===== config.mk =====
export PLATFORM = sky130hd
export DESIGN_NAME = dpproj_rmw
export DESIGN_NICKNAME = d
export VERILOG_FILES = /design/src/hdl/dpproj_pkg.sv /design/src/hdl/dpproj_rmw.sv
export SDC_FILE = /design/constraint.sdc
export NUM_CORES = 1
export LEC_CHECK = 0
export ABC_AREA = 1
export BUFFER_PORTS_ARGS = -buffer_cell sky130_fd_sc_hd__buf_2
export CELL_PAD_IN_SITES_DETAIL_PLACEMENT = 0
export CELL_PAD_IN_SITES_GLOBAL_PLACEMENT = 1
export CORE_ASPECT_RATIO = 1.4
export CORE_MARGIN = 3
export CORE_UTILIZATION = 40
export DETAILED_ROUTE_END_ITERATION = 7
export PLACE_DENSITY_LB_ADDON = 0.1
export SYNTH_ARGS = -nofsm -noshare
export SYNTH_HDL_FRONTEND = slang
export SYNTH_SLANG_ARGS = --single-unit

===== constraint.sdc =====
create_clock -name clk -period 3.35 [get_ports clk]
set_input_delay 0.5025 -clock clk [delete_from_list [all_inputs] [get_ports clk]]
set_output_delay 0.5025 -clock clk [all_outputs]
set_load 0.02 [all_outputs]

===== src/hdl/dpproj_pkg.sv =====
// dpproj_pkg: sizes, codes, beat types and helpers of the dark pixel projection block
// shared by every file in hdl but dpproj_ram; depends on nothing
`timescale 1ns / 1ps

package dpproj_pkg;

	localparam int MAX_WIDTH  = 1024;
	localparam int MAX_HEIGHT = 1024;

	// positions and store addressing follow the frame limits
	localparam int COL_W = $clog2(MAX_WIDTH);
	localparam int ROW_W = $clog2(MAX_HEIGHT);

	// fixed field widths
	localparam int DIM_W     = 11;
	localparam int PIX_W     = 8;
	localparam int SEL_W     = 10;
	localparam int LINE_W    = 10;
	localparam int CNT_W     = 11;
	localparam int CFG_IDX_W = 1;

	// wide enough for positions, limits up to 4096 and the 11-bit registers, plus one
	localparam int EXT_W = 14;

	localparam logic [CNT_W-1:0] CNT_MAX      = '1;
	localparam logic [DIM_W-1:0] WIDTH_RESET  = DIM_W'(1024);
	localparam logic [DIM_W-1:0] HEIGHT_RESET = DIM_W'(1024);

	localparam logic [CFG_IDX_W-1:0] CFG_WIDTH  = 1'b0;
	localparam logic [CFG_IDX_W-1:0] CFG_HEIGHT = 1'b1;

	localparam logic FUNC_PIXEL = 1'b0;
	localparam logic FUNC_READ  = 1'b1;

	localparam logic KIND_ROW = 1'b0;
	localparam logic KIND_COL = 1'b1;

	typedef struct packed {
		logic             func;
		logic [PIX_W-1:0] pixel_value;
		logic [SEL_W-1:0] column_select;
	} in_beat_t;

	typedef struct packed {
		logic              result_kind;
		logic [LINE_W-1:0] line_index;
		logic [CNT_W-1:0]  zero_count;
		logic              frame_done;
	} out_beat_t;

	// one accepted item on its way to the read-modify-write stage
	typedef struct packed {
		logic              is_read;
		logic [COL_W-1:0]  addr;
		logic              sel_ok;
		logic              row_first;
		logic              hit;
		logic              row_end;
		logic              last_row;
		logic [LINE_W-1:0] line;
		logic [CNT_W-1:0]  row_count;
	} op_t;

	typedef struct packed {
		logic             we;
		logic [COL_W-1:0] addr;
		logic [CNT_W-1:0] data;
	} ram_wr_t;

	function automatic logic [CNT_W-1:0] sat_inc(input logic [CNT_W-1:0] c, input logic hit);
		return (c == CNT_MAX) ? c : c + CNT_W'(hit);
	endfunction

endpackage


===== src/hdl/dpproj_rmw.sv =====
// dpproj_rmw: column store update stage with write forwarding, and the result register
// takes ops from dpproj_seq and read data from dpproj_ram; depends on dpproj_pkg
`timescale 1ns / 1ps

module dpproj_rmw import dpproj_pkg::*; (
	input  logic             clk,
	input  logic             arst_n,
	input  op_t              op,
	input  logic             in_valid,
	output logic             in_ready,
	input  logic [CNT_W-1:0] ram_rdata,
	output ram_wr_t          ram_wr,
	output logic             out_valid,
	input  logic             out_ready,
	output out_beat_t        out_data
);

	logic             valid_s1;
	op_t              op_s1;
	logic             fwd_valid_q;
	logic [COL_W-1:0] fwd_addr_q;
	logic [CNT_W-1:0] fwd_data_q;
	logic             out_valid_q;
	out_beat_t        out_data_q;

	logic             has_result;
	logic             out_free;
	logic             fire_s1;
	logic [CNT_W-1:0] cur;
	logic [CNT_W-1:0] upd;
	out_beat_t        res;

	always_comb begin
		// the last write is the newest value of its entry, whatever came between
		cur = (fwd_valid_q && fwd_addr_q == op_s1.addr) ? fwd_data_q : ram_rdata;
		// first row of a frame overwrites, so the store needs no clear
		upd = op_s1.row_first ? CNT_W'(op_s1.hit) : sat_inc(cur, op_s1.hit);

		has_result = op_s1.is_read || op_s1.row_end;
		out_free   = !out_valid_q || out_ready;
		fire_s1    = valid_s1 && (!has_result || out_free);
		in_ready   = !valid_s1 || fire_s1;

		ram_wr.we   = fire_s1 && !op_s1.is_read;
		ram_wr.addr = op_s1.addr;
		ram_wr.data = upd;

		if (op_s1.is_read) begin
			res.result_kind = KIND_COL;
			res.line_index  = op_s1.line;
			res.zero_count  = op_s1.sel_ok ? cur : '0;
			res.frame_done  = 1'b0;
		end else begin
			res.result_kind = KIND_ROW;
			res.line_index  = op_s1.line;
			res.zero_count  = op_s1.row_count;
			res.frame_done  = op_s1.last_row;
		end
	end

	always_ff @(posedge clk or negedge arst_n) begin
		if (!arst_n) begin
			valid_s1    <= 1'b0;
			fwd_valid_q <= 1'b0;
			out_valid_q <= 1'b0;
		end else begin
			if (in_ready) begin
				valid_s1 <= in_valid;
			end
			if (ram_wr.we) begin
				fwd_valid_q <= 1'b1;
			end
			if (fire_s1 && has_result) begin
				out_valid_q <= 1'b1;
			end else if (out_ready) begin
				out_valid_q <= 1'b0;
			end
		end
	end

	always_ff @(posedge clk) begin
		if (in_ready && in_valid) begin
			op_s1 <= op;
		end
		if (ram_wr.we) begin
			fwd_addr_q <= ram_wr.addr;
			fwd_data_q <= ram_wr.data;
		end
		if (fire_s1 && has_result) begin
			out_data_q <= res;
		end
	end

	assign out_valid = out_valid_q;
	assign out_data  = out_data_q;

endmodule


After elaboration in Yosys (flattened, before gate mapping) --
Cells that the tools add are included.
Storage, ports and cells: memories 0, input port bits 52, latch bits 0, flip-flop bits (word level) 84, logic and storage cells 42, memory bits (read-only) 0, output and inout port bits 47, memory bits (writable) 0
Cells by class: reduce and logical (&&, ||, !) cells 14, add/sub/neg operators 1, divide/modulo/power cells 0, bitwise gates (word level) 0, multiplexer cells 7, multipliers 0, eq/ne operators 2, magnitude comparators 0, shift-type cells 0
Operator list (number):
- $mux W11 | 4
- $mux W23 | 1
- $add A11 B1 Y11 | 1
- $eq A11 B11 Y1 const B | 1
- $eq A10 B10 Y1 | 1
- $logic_and A1 B1 Y1 | 5
- $logic_not A1 Y1 | 4
- $logic_or A1 B1 Y1 | 4
- $mux W1 | 2
- $reduce_bool A2 Y1 | 1

Longest topological paths before layout --
depth after elaboration 6, gate-level depth with buffers 18, depth with buffers taken out 18

Worst setup path after synthesis --
Ideal clock, no wire load.
path type register to output, start point reg op_s1 (netlist bit ram_wr[15]), end point out ram_wr[8] in the netlist's numbering, data required time 2847 ps, path buffers 0, arrival time 2347 ps, setup slack 500 ps, cell stages (with the launch flop) 16, path through edfxtp_1 -> inv_1 -> nand2_1 -> nand2_1 -> nand3_1 -> nor2_1 -> nand3_1 -> o21ai_0 -> inv_1 -> ha_1 -> ha_1 -> nand3_4 -> inv_1 -> nand3_1 -> nand2_1 -> a21oi_1
RTL lines:
- from (decl) | line dpproj_rmw.sv:19 | op_t op_s1;
- from (signal assigned) | line dpproj_rmw.sv:83 | op_s1 <= op;
- to (decl) | line dpproj_rmw.sv:12 | output ram_wr_t ram_wr,

==> flow_metrics.tcl <==
set metrics [dict create \
    outcome "finished, final reports clean" \
    drv_cap 0 \
    crit_buf_inv 3 \
    diodes 0 \
    cts_root_buffer "clkbuf_16" \
    r2r_end "fwd_data_q[10]" \
    irDropWorstVdd_uv 414.2 \
    antenna_found_initial 0 \
    via_per_inst 4.647 \
    clk_pin_slew_ns 0.06 \
    slew-limit-headroom 0.4278 \
    drive_gt1_frac 0.3684 \
    core_um2 9080 \
    drtPass1Iterations 4 \
    arrival_ns 2.64 \
    power_density_nw_per_um2 544.8 \
    hold_class "primary input to flip-flop" \
    synth_mux_area_frac 0 \
    io_pins 99 \
    min_period_ns 3.142 \
    multiInputGateArea_um2 1013 \
    die_w_um 87.76 \
    slowest_stage "edfxtp_1" \
    worstMarginPinSlew_ns 0.8573 \
    start_kind "flip-flop" \
    endpoint "ram_wr[4]" \
    nets 486 \
    synth-adder-area-share 0.006684 \
    postRouteAntennaNets 0 \
    gr-total-overflow 0 \
    finalHoldViolCount 0 \
    routabilityCongestion 0.8126 \
    dp_slack_ns 0.4132 \
    r2r_slack_ns 1.01 \
    syn_inst 330 \
    drc_errors 0 \
    std_cell_rows 41 \
    power_leakage_nw 2.128 \
    fin_worst_skew_ns 0.003914 \
    cpPeakStageDelay_ns 0.45 \
    start_util 0.4123 \
    regArea_um2 2507 \
    grt_usage 0.1677 \
    synth_compound_area_frac 0.04044 \
    post-route-period-util 0.9378 \
    report.final.slew_viol_count 0 \
    grt_pass1_wl_mm 12.96 \
    clock-sinks 84 \
    num_vias 2528 \
    cp-startpoint "ram_wr[15]" \
    syn_avg_cell_area_um2 11.34 \
    synth_top_area_frac 0.6497 \
    end_kind "output pin" \
    clk_latency_ns 0.34 \
    ys_ff_latch 84 \
    cp_max_fo 5 \
    layout_setup_ws_ns 0.2084 \
    r2r_cells 18 \
    cts_buffer_depth 2 \
    reg2reg_from "ram_wr[15]" \
    synthSimpleGateAreaFrac 0.2009 \
    synth_area_um2 3744 \
    wl_per_cell_um 14.61 \
    synthesis.nets 384 \
    die_y_um 120.5 \
    yosysWarningCount 0 \
    crit_chain "inv_2 > nand2_1 > nand2_1 > nand3_1 > nor2_2 > nand3_2 > nand2_1 > o21ai_2 > inv_1 > ha_4 > ha_4 > nand3_4 > xor2_1 > a21oi_1 > buf_2" \
    cts_max_level 3 \
    drtIter0Drc 120 \
    yosys.area.top_type "edfxtp_1" \
    die_area_um2 10570 \
    place_hpwl_mm 6.147 \
    drt_wl_total_mm 7.949 \
    hold_depth 1 \
    crit_required_ns 2.85 \
    grt_pass1_vias 2591 \
    stdcell_count 544 \
    syn_to_final_growth_pct 24.90 \
    netlist-cell-type-count 27 \
    final-setup-viol-count 0 \
    grt_max_degree 32 \
    port_buffers 98 \
    crit_top_cell "nand2_1" \
    num-fill-cells 852 \
    cts_buffers 9 \
    fmax_mhz 318.3 \
    synth_xor_area_frac 0.007019 \
    dp.cells 526 \
    synth_top_family_by_area "simple AND/OR/NAND/NOR gates" \
    cts_tree "done" \
    seq_area_frac_synth 0.6698 \
    synth_area_leaders "edfxtp_1 (65%), nand2_1 (7.8%), inv_1 (5.1%)" \
    worst-path-stages 15 \
    critPathKind "flip-flop to output pin" \
    crit_family "simple AND/OR/NAND/NOR gates" \
]
[logic make-up (layout without fill, tap and decap cells)]
logic type / after synthesis / after routing
buffers and inverters: 65 / 172
adders and majority gates: 2 / 2
xor gates and xnor gates: 3 / 3
and+or+nand+nor: 148 / 148
DFF: 84 / 84
AOI/OAI and AO/OA: 28 / 28
[cell usage after synthesis, drive strengths merged]
cell and instances:
inv 53, buf 11, nand4 4, a31oi 3, nand3 29, nand2 92
edfxtp 81, a21oi 10, nor2 23, clkbuf 1, ha 2, o21ai 15
xor2 2, xnor2 1, dfrtp 3
[timing repair]
action | 4_1_cts | 5_1_grt
hold endpoints to repair | 3 | 0
endpoints found under the setup margin | 0 | 10
hold buffers | 1 | 0
gates resized for setup | 0 | 17
buffers inserted | 0 | 1
[worst reg2reg max path, cell delays in order, from the launching register on]
cell and delay, ns:
edfxtp_1 0.45, inv_2 0.08, nand2_1 0.04, nand2_1 0.08
nand3_1 0.08, nor2_2 0.16, nand3_2 0.12, nand2_1 0.10
o21ai_2 0.06, inv_1 0.08, ha_4 0.16, ha_4 0.15
nand3_4 0.11, nor2_4 0.13, nand2_1 0.06, nand2_1 0.05
nand3_1 0.07, nand2_1 0.06, inv_1 0.05
[where the power goes]
part / switching, mW / leakage (nW) / internal [mW]
clock: 0.410 / 0.145 / 0.530
sequential: 0.0350 / 0.809 / 1.25
combinational: 0.216 / 1.17 / 0.101
total: 0.661 / 2.13 / 1.89
[sequential cells by signal, summed over array words and instances (netlist names)]
name and flops:
fwd_valid_q 1, out_data 23, op_s1 27, out_valid 1, ram_wr 10, valid_s1 1, fwd_addr_q 10, fwd_data_q 11
[area by class of cell]
type	count	area share
inverters	53	0.04255
clock inverters	6	0.01017
flip-flops and latches	84	0.5363
clock buffers	10	0.05111
well taps	107	0.02863
repair buffers	103	0.1145
multi-input cells	181	0.2168
[stage by stage]
stage / cell area, um2 / power (mW) / hold slack, ns / utilization / setup TNS (ns)
final: 4676 / 2.547 / 0.3370 / 0.5150 / 0
after global placement: 4308 / 1.622 / 0.3033 / 0.4744 / 0
after CTS: 4604 / 2.573 / 0.3216 / 0.5071 / 0
after global routing: 4676 / 2.669 / 0.3188 / 0.5150 / -0.001081
after floorplan: 3744 / 1.509 / 0.2069 / - / 0
after detailed placement: 4308 / 1.626 / 0.3050 / 0.4744 / 0
[worst min path at each step]
stage                             end   start  slack [ns]
after floorplan           fwd_valid_q  arst_n        0.21
after global placement       valid_s1  arst_n        0.30
after detailed placement     valid_s1  arst_n        0.31
after CTS                   op_s1[14]  op[14]        0.32
after global routing        op_s1[11]  op[11]        0.32
final                      ram_wr[17]  op[32]        0.34
[per-layer routing]
metal  track usage  part of all wire
met2        0.2745              0.52
met5             0                 0
met4       0.07486             0.019
met3       0.05317             0.057
met1        0.1990              0.40
[layout by cell type (no fill, tap or decap), types with 4 or more instances in the layout]
master / count
nand2_1: 77
buf_2: 96
nand3_2: 4
inv_1: 50
nand2_2: 14
nor2_2: 4
o21ai_0: 13
buf_4: 6
nand3_1: 22
nor2_4: 5
a21oi_1: 8
edfxtp_1: 81
nor2_1: 13
clkbuf_16: 9
(Power assumes the default switching activity.)
