### config.mk
export PLATFORM = sky130hd
export DESIGN_NAME = dpproj_ram
export DESIGN_NICKNAME = d
export VERILOG_FILES = /design/src/hdl/dpproj_ram.sv
export SDC_FILE = /design/constraint.sdc
export NUM_CORES = 1
export LEC_CHECK = 0
export BUFFER_PORTS_ARGS = -buffer_cell sky130_fd_sc_hd__buf_2
export CORE_UTILIZATION = 40
export CTS_CLUSTER_SIZE = 40
export DETAILED_ROUTE_END_ITERATION = 8
export GPL_TIMING_DRIVEN = 1
export PLACE_DENSITY = 0.58
export SLEW_MARGIN = 25
export SYNTH_ARGS = -nofsm -noshare
export SYNTH_HDL_FRONTEND = slang
export SYNTH_SLANG_ARGS = --single-unit
### constraint.sdc
create_clock -name clk -period 1.7 [get_ports clk]
set_clock_uncertainty 0.15 [all_clocks]
set_input_delay 0.255 -clock clk [delete_from_list [all_inputs] [get_ports clk]]
set_output_delay 0.255 -clock clk [all_outputs]
set_load 0.005 [all_outputs]
### src/hdl/dpproj_ram.sv
// dpproj_ram: generic simple dual-port ram, one write and one registered read per cycle
// read returns the old word on a same-cycle write; no dependencies
`timescale 1ns / 1ps

module dpproj_ram #(
	parameter int WIDTH = 8,
	parameter int DEPTH = 16
) (
	input  logic                     clk,
	input  logic                     we,
	input  logic [$clog2(DEPTH)-1:0] waddr,
	input  logic [WIDTH-1:0]         wdata,
	input  logic                     re,
	input  logic [$clog2(DEPTH)-1:0] raddr,
	output logic [WIDTH-1:0]         rdata
);

	logic [WIDTH-1:0] mem [DEPTH];

	always_ff @(posedge clk) begin
		if (we) begin
			mem[waddr] <= wdata;
		end
		if (re) begin
			rdata <= mem[raddr];
		end
	end

endmodule

======== After elaboration in Yosys (flattened, before gate mapping) ========
Memory sizes are Yosys's and may differ from the RTL's. A register that Yosys moved wholly into a read port is not among the register bits.
Index checks and enable logic that the tools add are counted.
storage, ports and cells
  memories kept ........................... 1
  output and inout port bits .............. 8
  input bits .............................. 19
  register bits ........................... 0
  RAM bits ................................ 128
  word-level logic and storage cells ...... 3
memory list
  name  words  width  read ports  clocked after Yosys merged registers in  wr ports  RTL line  source
  mem   16     8      1           1                                        1         18        logic [WIDTH-1:0] mem [DEPTH];
operators by class
  mux-type cells .......................... 2
operators with widths
  operator           number
  two-way mux 1 bit  2

======== Longest topological paths before layout ========
Gate-level depths: netlist of run 1.
  depth after elaboration ................. 2
  gate-level depth with buffers ........... 5
  mapped depth without buffers ............ 3

======== Worst setup path after synthesis of run 1 ========
No wires, ideal clock.
  kind .................................... input port to flip-flop
  start point ............................. in waddr[2]
  end point ............................... mem mem[0][0], enable pin
  stages .................................. 2
  data arrival time ....................... 1.365 ns
  path buffers ............................ 0
  data required time ...................... 1.167 ns
  path slack .............................. -0.198 ns
  setup time .............................. 0.383 ns
  cells stage by stage .................... or3b_2 -> nor3_1
RTL lines
  item         RTL line  source
  from (decl)  11        input logic [$clog2(DEPTH)-1:0] waddr,
  to (decl)    18
No word-level cell before the write port.

==> impl_metrics.csv, run 1 <==
group,metric,value,unit
floorplan,starting_density,41.26,%
timing,final_max_slew_viol_count,0,
clocking,h-tree-depth,4,
run,drv.max_cap_violation_count,0,
clocking,tritoncts,"yes",
logic_synthesis,cells_taking_the_most_area_after_synthesis,"edfxtp_1, mux4_2, mux4_1",
clocking,cts_root_buffer,"clkbuf_16",
floorplan,floorplan.rows,41,
logic_synthesis,syn_avg_cell_area,22.83,sq um
place,port_buffers,26,
logic_synthesis,synthesis_stage_register_bit_count,136,
timing,fmaxAchievable,617.6,MHz
grt,track_usage,17.51,%
final_layout,num_antenna_cells,0,
setup_path,worstSetupStartpointType,"flip-flop",
pwr,power.total,7.351,mW
grt,global_route_wire_length_before_repair,15770,um
place,dpl.hpwl,6593,um
timing,setup_total_negative_slack,0,ns
drt,firstDrtPassIters,4,
logic_synthesis,yosysWarnings,0,
timing,grt_setup_unrepaired,"false",
logic_synthesis,synth.top_cell.area_share,78.12,%
setup_path,end_kind,"flip-flop",
grt,antenna_found_initial,0,
timing,tightest_slew,0.8054,ns
logic_synthesis,post_synth_instance_area,5228,sq um
final_layout,area.growth.synth_to_final,19.94,%
drt,via_per_inst,5.257,
pwr,powerDensity,1173,nW/um^2
logic_synthesis,yosys.area.top_type,"edfxtp_1",
timing,fin_hold_viols,0,
logic_synthesis,synth_sequential_area_ratio,78.12,%
logic_synthesis,synth_cell_types,18,
setup_path,timing.critical_path.required,1.71,ns
grt,first_global_vias,2538,
outcome,status,"completed",
final_layout,final_cell_mix,"edfxtp_1, buf_2, buf_4, mux4_2, clkbuf_16",
pwr,power.leakage,2.118,nW
logic_synthesis,synthCells,229,
clocking,post_cts_setup_buffer_count,0,
final_layout,finalNetCount,310,
clocking,clock_path_buffers,2,
clocking,tritoncts.num_buffers,17,
logic_synthesis,synth.net_count,248,
setup_path,cp_data_arrival_time,1.63,ns
drt,drt_first_iter_violations,175,
drt,detailroute.via_count,2492,
setup_path,path_class,"reg -> reg",
drt,drt_wl_total,10510,um
grt,grt_overflow_total,0,
timing,max_slew_margin,46.11,%
timing,setup_viol,0,
timing,final.period_utilization,95.24,%
clocking,cts.repair.resized,0,
floorplan,io_pins,27,
floorplan,die_h,116.3,um
drt,routedWlPerCell,22.18,um
clocking,cts.reportedPaths.clkPinSlew,0.05,ns
drt,detail-route-antenna-nets,0,
floorplan,core_region_area,12670,sq um
final_layout,final_common_cell,"edfxtp_1",
drt,drc,0,
final_layout,final_core_util,49.48,%
place,replace_congestion,0.7662,
worst_hold_path,hold_path.class,"in -> reg",
timing,worst_hold_check_slack,0.07714,ns
clocking,hold_buffers,0,
final_layout,proportion_of_layout_cells_with_a_drive_suffix_above_1,31.46,%
setup_path,critPathMaxFanout,1,
pwr,power.ir.vdd_worst,0.5069,mV
clocking,clock_latency,0.41,ns
floorplan,dieWidth,116.3,um
timing,post-route-min-period,1.619,ns
floorplan,die-area,13530,sq um
grt,grt_max_degree,24,
clocking,cts_num_sinks,136,
-- Yosys cell counts, drive strengths merged --
master and number:
nor2b 1, a22oi 16, nand2 9, edfxtp 136, nand3 1, and2 1, nor2 13, nor3 4
buf 7, nand3b 2, mux4 32, and2b 1, nand2b 2, clkdlybuf4s25 3, or3b 1
-- final cells by class --
cell class	instances	area (sq um)
clock buffers	23	447.9
clock inverters	7	55.05
fillers	1033	6401
multi-input cells	83	1072
flip-flops and latches	136	4084
well taps	172	215.2
repair buffers	53	395.4
-- stage by stage --
step / setup WS (ns) / cells / area, sq um
floorplan: 0.01259 / 229 / 5233
global placement: -0.3122 / 444 / 5757
detailed placement: -0.2953 / 444 / 5757
CTS: 0.02490 / 474 / 6260
global route: 0.02207 / 474 / 6270
finish: 0.08094 / 474 / 6270
-- flip-flops by register name (all words and copies together) (netlist names) --
register  cells
rdata         8
mem         128
-- worst paths after layout --
path / from / endpoint / slack (ns) / cells past startpoint
worst min-delay path: wdata[0] / mem[11][0] / 0.08 / 1
worst max register to register: mem[2][6] / rdata[6] / 0.08 / 4
worst min register to register: mem[4][2] / rdata[2] / 0.58 / 3
worst max-delay path: mem[2][6] / rdata[6] / 0.08 / 4
-- logic make-up (layout without fill, tap and decap cells) --
| group | count (synthesis) | count (layout) | share of synthesized area, % |
|---|---|---|---|
| multiplexers | 32 | 32 | 14.79 |
| AO/OA/AOI/OAI | 16 | 16 | 2.298 |
| buffers and inverters | 10 | 83 | 1.651 |
| flip-flops | 136 | 136 | 78.12 |
| AND/OR/NAND/NOR | 35 | 35 | 3.136 |
-- critical path: stages, from the launching register on --
cell,delay (ns)
edfxtp_1,0.36
mux4_2,0.48
a22oi_2,0.19
buf_4,0.15
nand2_1,0.04
-- per-layer routing --
metal	wire (um)	vias to the layer above	GRT usage, %
met5	0	-	0
met4	154	0	7.436
met3	580	12	4.774
met2	4966	77	26.15
met1	4811	1300	24.32
li1	-	1103	-
-- power breakdown --
part	total, mW	leakage [nW]	internal [mW]	switching [mW]
clock network	3.18	0.245	1.96	1.21
registers	3.80	1.24	3.78	0.0189
logic	0.372	0.637	0.169	0.203
(Power assumes the default switching activity.)
==> run 2, diff against run 1 <==
--- a/config.mk
+++ b/config.mk
@@ -8,2 +8,3 @@
 export BUFFER_PORTS_ARGS = -buffer_cell sky130_fd_sc_hd__buf_2
+export CORE_ASPECT_RATIO = 0.5
 export CORE_UTILIZATION = 40
@@ -13,2 +14,3 @@
 export PLACE_DENSITY = 0.58
+export REMOVE_ABC_BUFFERS = 1
 export SLEW_MARGIN = 25
==> constraint.sdc (replaced) <==
create_clock -name clk -period 1.7 [get_ports clk]
set_clock_uncertainty 0.15 [all_clocks]
set_input_delay 0.085 -clock clk [delete_from_list [all_inputs] [get_ports clk]]
set_output_delay 0.085 -clock clk [all_outputs]
set_load 0.005 [all_outputs]
==> run 2 against run 1 <==
Hold slack better by 0.013 ns. Cell area rose by 1.6%. Setup slack worse by 0.016 ns. Sequential cell count unchanged. First-iteration DRC count rose by 22%. Largest cell class unchanged. Sequential share of layout area fell by 1.0 points. Register-to-register slack got worse by 0.02 ns. Critical path depth unchanged.
==> impl_metrics.csv, run 2 (synthesis gave the netlist of run 1 again) <==
group,metric,value,unit
final_layout,reg.largest.list,"mem: 128 flops, rdata: 8 flops",
grt,global_route_wire_length_before_repair,15700,um
clocking,cts.reportedPaths.clkPinSlew,0.06,ns
drt,detail-route-antenna-nets,0,
grt,track_usage,16.82,%
floorplan,die_h,82.84,um
timing,tightest_slew,0.8479,ns
clocking,tritoncts.num_buffers,17,
floorplan,die-area,13560,sq um
timing,max_slew_margin,43.36,%
drt,drt_first_iter_violations,213,
setup_path,cp_data_arrival_time,1.65,ns
clocking,clock_latency,0.41,ns
timing,post-route-min-period,1.635,ns
floorplan,starting_density,41.16,%
floorplan,dieWidth,163.7,um
timing,setup_total_negative_slack,0,ns
drt,drc,0,
final_layout,top_register,"mem",
grt,antenna_found_initial,0,
final_layout,largest_reg_flops,128,
timing,final.period_utilization,96.18,%
setup_path,timing.critical_path.required,1.72,ns
setup_path,worstSetupStartpointType,"flip-flop",
setup_path,r2r_slack,0.07,ns
pwr,cellInternalPower,5.941,mW
final_layout,final_common_cell,"edfxtp_1",
place,port_buffers,26,
timing,fmaxAchievable,611.6,MHz
timing,fin_hold_viols,0,
setup_path,end_kind,"flip-flop",
clocking,cts_root_buffer,"clkbuf_16",
pwr,powerDensity,1168,nW/um^2
drt,detailroute.via_count,2517,
grt,grt_max_degree,24,
outcome,status,"completed",
timing,grt_setup_unrepaired,"false",
timing,setup_viol,0,
pwr,portion_of_total_power_attributed_to_sequential_cells,51.1,%
grt,first_global_vias,2664,
clocking,cts_num_sinks,136,
pwr,power.ir.vdd_worst,0.7280,mV
final_layout,area.growth.synth_to_final,21.85,%
grt,grt_overflow_total,0,
run,drv.max_cap_violation_count,0,
final_layout,num_antenna_cells,0,
pwr,switching_share,20.16,%
floorplan,io_pins,27,
pwr,power.leakage,2.161,nW
final_layout,finalNetCount,320,
setup_path,critPathMaxFanout,1,
drt,firstDrtPassIters,4,
clocking,tritoncts,"yes",
timing,final_max_slew_viol_count,0,
drt,routedWlPerCell,21.21,um
final_layout,final_cell_mix,"edfxtp_1, buf_2, buf_4, mux4_2, clkbuf_16",
timing,post_layout_worst_setup_margin,0.06501,ns
pwr,pwr-share-clk,43.7,%
clocking,clock_path_buffers,2,
final_layout,proportion_of_layout_cells_with_a_drive_suffix_above_1,33.12,%
place,dpl.hpwl,6611,um
floorplan,core_region_area,12700,sq um
worst_hold_path,hold_path.class,"in -> reg",
drt,via_per_inst,5.200,
setup_path,path_class,"reg -> reg",
floorplan,floorplan.rows,29,
pwr,power.combinational.fraction,5.3,%
clocking,h-tree-depth,4,
drt,drt_wl_total,10270,um
place,replace_congestion,0.7186,
place,preCtsSetupSlack,-0.1757,ns
pwr,switchingPower,1.500,mW
-- run 2: cell types whose count changed in the layout (fill, tap and decap cells not counted), sizes merged --
cell,delta
dlygate4sd3,+9
clkbuf,-2
clkinvlp,+2
buf,+1
clkinv,+2
-- run 2: worst max-delay path, stage by stage, from the launching register on --
cell      delay [ns]
edfxtp_1        0.36
mux4_2          0.47
a22oi_1         0.21
buf_4           0.15
nand2_1         0.05
-- run 2: layer usage --
layer / vias up / part of all wire [%] / global-route usage (%)
met2: 71 / 47 / 25.08
met5: - / 0 / 0
met3: 16 / 6.7 / 4.046
li1: 1132 / - / -
met4: 0 / 1.8 / 7.576
met1: 1298 / 44 / 23.62
-- run 2: per-stage QoR --
step	util [%]	std cells	cell area (sq um)	power [mW]	hold slack, ns
5_1_grt	50.16	484	6370	7.654	0.1144
4_1_cts	49.96	484	6345	7.484	0.07684
6_report	50.16	484	6370	7.441	0.09015
3_5_place_dp	45.13	443	5732	4.242	0.3218
2_1_floorplan	-	219	5141	4.014	0.03387
3_3_place_gp	45.13	443	5732	4.228	0.3165
-- run 2: power by group through the flow --
| stage | Clock [mW] | Sequential, mW | Combinational (mW) |
|---|---|---|---|
| after floorplan | 0 | 3.86 | 0.151 |
| after global placement | 0 | 3.87 | 0.362 |
| after detailed placement | 0 | 3.87 | 0.373 |
| after CTS | 3.29 | 3.80 | 0.390 |
| after global routing | 3.42 | 3.80 | 0.427 |
| final | 3.25 | 3.80 | 0.391 |
-- run 2: final timing paths --
| check | from | to | depth (start not counted) |
|---|---|---|---|
| worst max register to register | mem[3][7] | rdata[7] | 4 |
| worst min-delay path | waddr[0] | mem[0][0] | 3 |
| worst max-delay path | mem[3][7] | rdata[7] | 4 |
| worst min register to register | mem[15][2] | rdata[2] | 3 |
-- run 2: area by class of cell --
cell class	instances	area, sq um
multi-input combinational	83	1082
clock buffer	21	440.4
timing repair buffer	63	467.9
fill	1011	6330
tap	170	212.7
sequential	136	4084
clock inverter	11	82.58
-- run 2: what timing repair did --
action                                 CTS  global route
endpoints found under the hold margin  136             0
setup endpoints to repair                0             5
buffers inserted                         0             0
resized for setup                        0             5
hold buffers                             9             0
