--- src/hdl/dpproj_pkg.sv ---
// dpproj_pkg: sizes, codes, beat types and helpers of the dark pixel projection block
// shared by every file in hdl but dpproj_ram; depends on nothing
`timescale 1ns / 1ps

package dpproj_pkg;

	localparam int MAX_WIDTH  = 1024;
	localparam int MAX_HEIGHT = 1024;

	// positions and store addressing follow the frame limits
	localparam int COL_W = $clog2(MAX_WIDTH);
	localparam int ROW_W = $clog2(MAX_HEIGHT);

	// fixed field widths
	localparam int DIM_W     = 11;
	localparam int PIX_W     = 8;
	localparam int SEL_W     = 10;
	localparam int LINE_W    = 10;
	localparam int CNT_W     = 11;
	localparam int CFG_IDX_W = 1;

	// wide enough for positions, limits up to 4096 and the 11-bit registers, plus one
	localparam int EXT_W = 14;

	localparam logic [CNT_W-1:0] CNT_MAX      = '1;
	localparam logic [DIM_W-1:0] WIDTH_RESET  = DIM_W'(1024);
	localparam logic [DIM_W-1:0] HEIGHT_RESET = DIM_W'(1024);

	localparam logic [CFG_IDX_W-1:0] CFG_WIDTH  = 1'b0;
	localparam logic [CFG_IDX_W-1:0] CFG_HEIGHT = 1'b1;

	localparam logic FUNC_PIXEL = 1'b0;
	localparam logic FUNC_READ  = 1'b1;

	localparam logic KIND_ROW = 1'b0;
	localparam logic KIND_COL = 1'b1;

	typedef struct packed {
		logic             func;
		logic [PIX_W-1:0] pixel_value;
		logic [SEL_W-1:0] column_select;
	} in_beat_t;

	typedef struct packed {
		logic              result_kind;
		logic [LINE_W-1:0] line_index;
		logic [CNT_W-1:0]  zero_count;
		logic              frame_done;
	} out_beat_t;

	// one accepted item on its way to the read-modify-write stage
	typedef struct packed {
		logic              is_read;
		logic [COL_W-1:0]  addr;
		logic              sel_ok;
		logic              row_first;
		logic              hit;
		logic              row_end;
		logic              last_row;
		logic [LINE_W-1:0] line;
		logic [CNT_W-1:0]  row_count;
	} op_t;

	typedef struct packed {
		logic             we;
		logic [COL_W-1:0] addr;
		logic [CNT_W-1:0] data;
	} ram_wr_t;

	function automatic logic [CNT_W-1:0] sat_inc(input logic [CNT_W-1:0] c, input logic hit);
		return (c == CNT_MAX) ? c : c + CNT_W'(hit);
	endfunction

endpackage

--- src/hdl/dpproj_seq.sv ---
// dpproj_seq: size registers, raster position tracking and running row count
// builds one op per beat for the read-modify-write stage; depends on dpproj_pkg
`timescale 1ns / 1ps

module dpproj_seq import dpproj_pkg::*; (
	input  logic                 clk,
	input  logic                 arst_n,
	input  logic                 cfg_we,
	input  logic [CFG_IDX_W-1:0] cfg_index,
	input  logic [DIM_W-1:0]     cfg_data,
	input  in_beat_t             in_data,
	input  logic                 accept,
	output op_t                  op
);

	logic [DIM_W-1:0] width_q;
	logic [DIM_W-1:0] height_q;
	logic [COL_W-1:0] col_q;
	logic [ROW_W-1:0] row_q;
	logic [CNT_W-1:0] row_cnt_q;

	logic [EXT_W-1:0] w_eff;
	logic [EXT_W-1:0] h_eff;
	logic             is_read;
	logic             hit;
	logic             row_end;
	logic             last_row;
	logic [CNT_W-1:0] row_cnt_nxt;

	always_ff @(posedge clk or negedge arst_n) begin
		if (!arst_n) begin
			width_q  <= WIDTH_RESET;
			height_q <= HEIGHT_RESET;
		end else if (cfg_we) begin
			unique case (cfg_index)
				CFG_WIDTH:  width_q  <= cfg_data;
				CFG_HEIGHT: height_q <= cfg_data;
			endcase
		end
	end

	always_comb begin
		// zero means one, above the limit saturates
		if (width_q == '0) begin
			w_eff = EXT_W'(1);
		end else if (EXT_W'(width_q) > EXT_W'(MAX_WIDTH)) begin
			w_eff = EXT_W'(MAX_WIDTH);
		end else begin
			w_eff = EXT_W'(width_q);
		end
		if (height_q == '0) begin
			h_eff = EXT_W'(1);
		end else if (EXT_W'(height_q) > EXT_W'(MAX_HEIGHT)) begin
			h_eff = EXT_W'(MAX_HEIGHT);
		end else begin
			h_eff = EXT_W'(height_q);
		end

		is_read     = (in_data.func == FUNC_READ);
		hit         = (in_data.pixel_value == '0);
		row_end     = (EXT_W'(col_q) + EXT_W'(1)) >= w_eff;
		last_row    = (EXT_W'(row_q) + EXT_W'(1)) >= h_eff;
		row_cnt_nxt = sat_inc(row_cnt_q, hit);

		op.is_read   = is_read;
		op.addr      = is_read ? COL_W'(in_data.column_select) : col_q;
		op.sel_ok    = EXT_W'(in_data.column_select) < EXT_W'(MAX_WIDTH);
		op.row_first = (row_q == '0);
		op.hit       = hit;
		op.row_end   = row_end;
		op.last_row  = last_row;
		op.line      = is_read ? LINE_W'(in_data.column_select) : LINE_W'(row_q);
		op.row_count = row_cnt_nxt;
	end

	always_ff @(posedge clk or negedge arst_n) begin
		if (!arst_n) begin
			col_q     <= '0;
			row_q     <= '0;
			row_cnt_q <= '0;
		end else if (accept && !is_read) begin
			if (row_end) begin
				col_q     <= '0;
				row_q     <= last_row ? '0 : row_q + ROW_W'(1);
				row_cnt_q <= '0;
			end else begin
				col_q     <= col_q + COL_W'(1);
				row_cnt_q <= row_cnt_nxt;
			end
		end
	end

endmodule

--- config.mk ---
export PLATFORM = sky130hd
export DESIGN_NAME = dpproj_seq
export DESIGN_NICKNAME = d
export VERILOG_FILES = /design/src/hdl/dpproj_pkg.sv /design/src/hdl/dpproj_seq.sv
export SDC_FILE = /design/constraint.sdc
export NUM_CORES = 1
export LEC_CHECK = 0
export ABC_AREA = 1
export BUFFER_PORTS_ARGS = -buffer_cell sky130_fd_sc_hd__clkbuf_2
export CORE_UTILIZATION = 61
export DETAILED_ROUTE_END_ITERATION = 8
export PLACE_DENSITY_LB_ADDON = 0.2
export SYNTH_ARGS = -nofsm -noshare
export SYNTH_HDL_FRONTEND = slang
export SYNTH_SLANG_ARGS = --single-unit
export TNS_END_PERCENT = 100
--- constraint.sdc ---
create_clock -name clk -period 5.1 [get_ports clk]
set_input_delay 0 -clock clk [delete_from_list [all_inputs] [get_ports clk]]
set_output_delay 0 -clock clk [all_outputs]
set_load 0.01 [all_outputs]
Word-level counts from Yosys, hierarchy flattened

Cells that the tools add are included.

Flip-flop bits (word level): 53
Latch bits: 0
RAM bits: 0
ROM bits: 0
Bits of input ports: 35
Output and inout port bits: 37
Logic and storage cells: 35
Memories kept: 0

Add/sub/neg operators: 5
Multiply operators: 0
Divide/modulo/power cells: 0
Magnitude comparators: 4
Equality and inequality tests: 1
Shift-type cells: 0
Multiplexer cells: 10
Bitwise gates (word level): 1
Reduce and logical (&&, ||, !) cells: 9

Operators by type and width:

| kind                  | count |
|---|---|
| $mux 11               | 6 |
| $mux 10               | 4 |
| $ge 11x14->1          | 2 |
| $add 10x1->11 const B | 2 |
| $gt 11x11->1 const B  | 2 |
| $logic_not 11->1      | 2 |
| $add 10x1->10 const B | 2 |
| $add 11x1->11         | 1 |
| $eq 11x11->1 const B  | 1 |
| $logic_not 10->1      | 1 |
| $logic_not 8->1       | 1 |
| $reduce_and 2->1      | 3 |
| $logic_and 1x1->1     | 1 |
| $logic_not 1->1       | 1 |
| $not 1->1             | 1 |

Logic depth before layout (Yosys ltp)

Depth after elaboration: 5
Depth in mapped cells: 19
Depth with buffers taken out: 19

Worst setup path after synthesis

OpenSTA, ideal clock, no wires.

Kind: flip-flop to flip-flop
Start point: reg width_q[2]
End point: reg row_cnt_q[5]
Setup time: 77 ps
Data arrival time: 2277 ps
Data required time: 5023 ps
Path slack: 2746 ps
Stages on the path, launching flop included: 15
Path buffers: 2
Clock period less this slack: 2354 ps
Path through: dfrtp_1 > or2_1 > nor4_2 > or2_1 > buf_4 > nand2_1 > ha_1 > a21oi_1 > nand2_2 > nor2_4 > nor2_4 > nor2_8 > buf_12 > nand3_2 > o21ai_1

Word-level cells in the longest chain between the ends: 5
Elaborated cells between the ends (all ways): 6
Classes of those cells: order compare: 2; mux: 3; reduce/logical: 1

RTL lines:

| what                     | line             | source |
|---|---|---|
| start: declaration       | dpproj_seq.sv:16 | `logic [DIM_W-1:0] width_q;` |
| start signal: assignment | dpproj_seq.sv:36 | `CFG_WIDTH: width_q <= cfg_data;` |
| $gt 11x11->1             | dpproj_seq.sv:46 | `end else if (EXT_W'(width_q) > EXT_W'(MAX_WIDTH)) begin` |
| $mux 11                  | dpproj_seq.sv:46 |  |
| $mux 11 (*)              | dpproj_seq.sv:44 | `if (width_q == '0) begin` |
| $ge 11x14->1 (*)         | dpproj_seq.sv:61 | `row_end = (EXT_W'(col_q) + EXT_W'(1)) >= w_eff;` |
| $mux 11 (*)              | dpproj_seq.sv:82 | `if (row_end) begin` |
| end signal: assignment   | dpproj_seq.sv:88 | `row_cnt_q <= row_cnt_nxt;` |
| end: declaration         | dpproj_seq.sv:20 | `logic [CNT_W-1:0] row_cnt_q;` |

Every way passes the cells marked *; elsewhere a longest branch is shown, timed or not.
A chain may end at the register's enable or synchronous reset.

==> metrics.md <==
| Metric | Value |
|---|---|
| Skew-Pair Late Insertion Delay | `320 ps` |
| Via count | `3,874` |
| Dpl hpwl | `about 7.3 mm` |
| Seq/Total Area, Yosys | `32.8%` |
| R2R Setup Slk | `2310 ps` |
| Crit. End Element | `output port` |
| Initial DRC count | `146` |
| Crit Reg-Reg Endpoint | `row_q[3]$_DFFE_PN0P_` |
| Hold Buf Count CTS | `12` |
| MaxCap Viol Count | `0` |
| CP Class | `register to output port` |
| Max IR drop VDD | `0.000274 V` |
| Port Buffer Count | `70` |
| First-pass GRT wire length | `16.9 mm` |
| Die height | `approximately 84 µm` |
| Reg-to-reg startpoint | `width_q[2]$_DFFE_PN0P_` |
| IO Count | `72` |
| Fill cells | `519` |
| Initial antenna violation count | `0` |
| Worst-path maximum fanout | `11` |
| Critical Path RT | `roughly 5000 ps` |
| Worst-Margin Slew | `708 ps` |
| Met2 wire len | `5.03 mm` |
| CTS buffer count | `5` |
| Syn Nets | `623` |
| Xor/xnor share of the synthesized area | `1.94%` |
| Overall die width | `83.5 µm` |
| WL met1 | `4.22 mm` |
| Fin Setup TNS | `0 ps` |
| Share of post-route cells with drive strength above 1 | `21.7%` |
| Fin nets | `692` |
| Mux share of post-synthesis cell area | `0%` |
| TritonCTS Sinks | `between 50 and 60` |
| Rows | `29` |
| Crit-path cells | `or2_1, nor4_2, or2_1, nand2_1, ha_1, nand2_1, nor2_1, nand2_1, nor2_1, nor2_1, nand3_1, clkbuf_2` |
| Synth top area share | `31.5%` |
| Pre-CTS setup slack | `2320 ps` |
| Final Hold Vio Count | `0` |
| Placed insts | `688` |
| Worst Path Arrival | `around 3000 ps` |
| Final RePlAce weighted congestion | `0.880` |
| Vias in the first global route | `3,684` |
| Post-Synth Adder-Cell Area | `8.33%` |
| H-tree depth | `2` |
| WHS Endpoint | `row_cnt_q[10]$_DFFE_PN0P_` |
| Main area contributors after synthesis | `dfrtp_1 31%, nand2_1 16%, ha_1 8.3%` |
| Routed len/inst | `14.0 µm` |
| Post-route minimum period | `approximately 3000 ps` |
| Largest family of logic cells by synthesized area | `simple AND/OR/NAND/NOR gates` |
| Gr usage total | `between 20 and 30%` |
| Post-Syn Instances | `about 560` |
| CP Launch Type | `register` |
| R2R cell count | `13` |
| Root buf cell | `clkbuf_8` |
| Pins Over Slew Limit | `0` |
| Post-CTS setup buffer count | `0` |
| Core area | `6390 µm²` |
| Clock skew | `8.20 ps` |
| Total wire length | `slightly below 10 mm` |
| Drt pass-1 iters | `5` |
| CP max-delay cell | `dfrtp_1` |
| Leading area contributor after synthesis | `dfrtp_1` |
| Largest net degree at the start of global routing | `54` |
| Final setup fails | `0` |
| YS warnings | `0` |
| # DRC | `0` |
| Lkg Pwr | `2.51 nW` |
| Post-route core utilization | `71.7%` |
| Die area | `~7000 µm²` |
| Hold Startpoint | `accept` |
| Highest metal used | `met4` |
| Final worst-path cycle share | `58.0%` |
| Synth Area in Simple Gates | `roughly 35%` |
| Post-synthesis compound-gate area fraction | `9.50%` |
| Vias per cell | `roughly 5.5` |
| CTS clk-pin slew, worst paths | `110 ps` |
| Fmax achieved | `338 MHz` |
| Power Dens Cells | `approximately 370 nW/µm²` |
| Worst hold path depth | `4` |
| Longest Clk Path Bufs | `2` |
| Synth cell types | `36` |
| Status | `finished clean` |
| Fin cells | `a little over 700` |
| Min-Delay Path Class | `input pin to register` |
| CTS tree | `done` |
| N_diodes | `0` |
| Initial Util | `63.5%` |
| Post-Syn Area | `4060 µm²` |
| Final ANT Viol Nets | `0` |
| Post-route worst setup slack | `~2100 ps` |
| Grt ovf | `0` |
| PostCTS Resize Cnt | `0` |
| Routed met3 length | `488 µm` |
| Syn avg cell area | `7.23 µm²` |
| Unrepaired setup endpoints after global routing | `no` |
| Synth-to-layout area growth | `12.9%` |
| Relative slew slack | `between 50% and 60%` |
| Number of synthesized register bits | `53` |
| Largest stage delay, worst path | `slightly above 400 ps` |
==> worst max-delay path: cells and delay by family, from the launching register on <==
| kind | cells | cell delay (ps) |
|---|---|---|
| DFF | 1 | 410 |
| buffers and inverters | 1 | 220 |
| and+or+nand+nor | 10 | 1700 |
| adders and majority gates | 1 | 310 |
==> power by group <==
part	switching, W	total, W	internal (W)
Sequential	0.0000832	0.000587	0.000504
Clock	0.000158	0.000259	0.000101
Combinational	0.000541	0.000838	0.000298
==> metal layers <==
| layer | global-route usage, % | up-vias |
|---|---|---|
| met1 | 38.6 | 1816 |
| met4 | 8.63 | 0 |
| met3 | 4.35 | 19 |
| met5 | 0 | - |
| li1 | - | 1906 |
| met2 | 52.0 | 133 |
==> state kept, by name, summed over array words and instances (netlist names) <==
signal and flops:
height_q 11, row_cnt_q 11, width_q 11, col_q 10, row_q 10
==> layout make-up <==
class                           count  area [µm²]  area share, %
Timing Repair Buffer               84         485           10.6
Tap cell                           77        96.3           2.10
Clock inverter                      3        25.0          0.546
Inverter                           88         330           7.21
Multi-Input combinational cell    398        2240           49.0
Clock buffer                        5        68.8           1.50
Sequential cell                    53        1330           29.0
==> kinds of logic after synthesis <==
kind of cell               after synthesis
and+or+nand+nor                        290
xor gates and xnor gates                 9
adders and majority gates               27
AOI/OAI and AO/OA                       71
other                                    1
DFF                                     53
buffers and inverters                  110
==> cell usage in the layout (no fill, tap or decap), types with 2 or more instances in the layout <==
cell,instances
nor2_8,2
nor2_2,3
nor3_1,5
xor2_1,9
buf_4,2
nor4_2,2
inv_6,2
clkbuf_2,70
dfstp_2,2
ha_1,27
nor2_1,29
o21ai_0,45
or2_1,6
nand2_1,171
nor4_1,3
nand3_1,25
inv_2,4
clkbuf_8,5
o21ai_1,12
inv_1,83
nand2_2,6
a21oi_1,6
dfrtp_1,51
dlygate4sd3_1,12
nand3_2,21
nor2_4,3
nor3_2,3
o21ai_2,8
nand4_1,5
==> synth_stat cells, drive strengths merged <==
master	count
xor2	9
dfrtp	51
nor2	37
nand4	5
nand3b	1
or2	7
dfstp	2
buf	14
nor3	8
and2	1
nand2	178
conb	1
o21ai	65
ha	27
inv	87
clkbuf	8
nand3	47
a21oi	6
nor4	5
and3	1
clkinv	1
==> per-stage QoR <==
stage                     cell area, µm²  power (W)  hold WS (ps)
after floorplan                     4060    0.00126          -296
after global placement              4370    0.00138           168
after detailed placement            4370    0.00142           173
after CTS                           4580    0.00169          68.6
after global routing                4580    0.00182          65.0
final                               4580    0.00168          68.8
==> how the worst max path moves through the flow <==
stage | to | slack [ps] | from | cells after the start
finish | op[21] | 2140 | height_q[2]$_DFFE_PN0P_ | 12
global route | op[21] | 1850 | height_q[2]$_DFFE_PN0P_ | 12
CTS | op[21] | 2140 | height_q[2]$_DFFE_PN0P_ | 12
detailed placement | row_q[3]$_DFFE_PN0P_ | 2320 | col_q[0]$_DFFE_PN0P_ | 15
global placement | row_q[4]$_DFFE_PN0P_ | 2420 | width_q[2]$_DFFE_PN0P_ | 13
floorplan | row_cnt_q[5]$_DFFE_PN0P_ | 2750 | width_q[2]$_DFFE_PN0P_ | 14
Note: power is estimated with default switching activity, not from simulation.
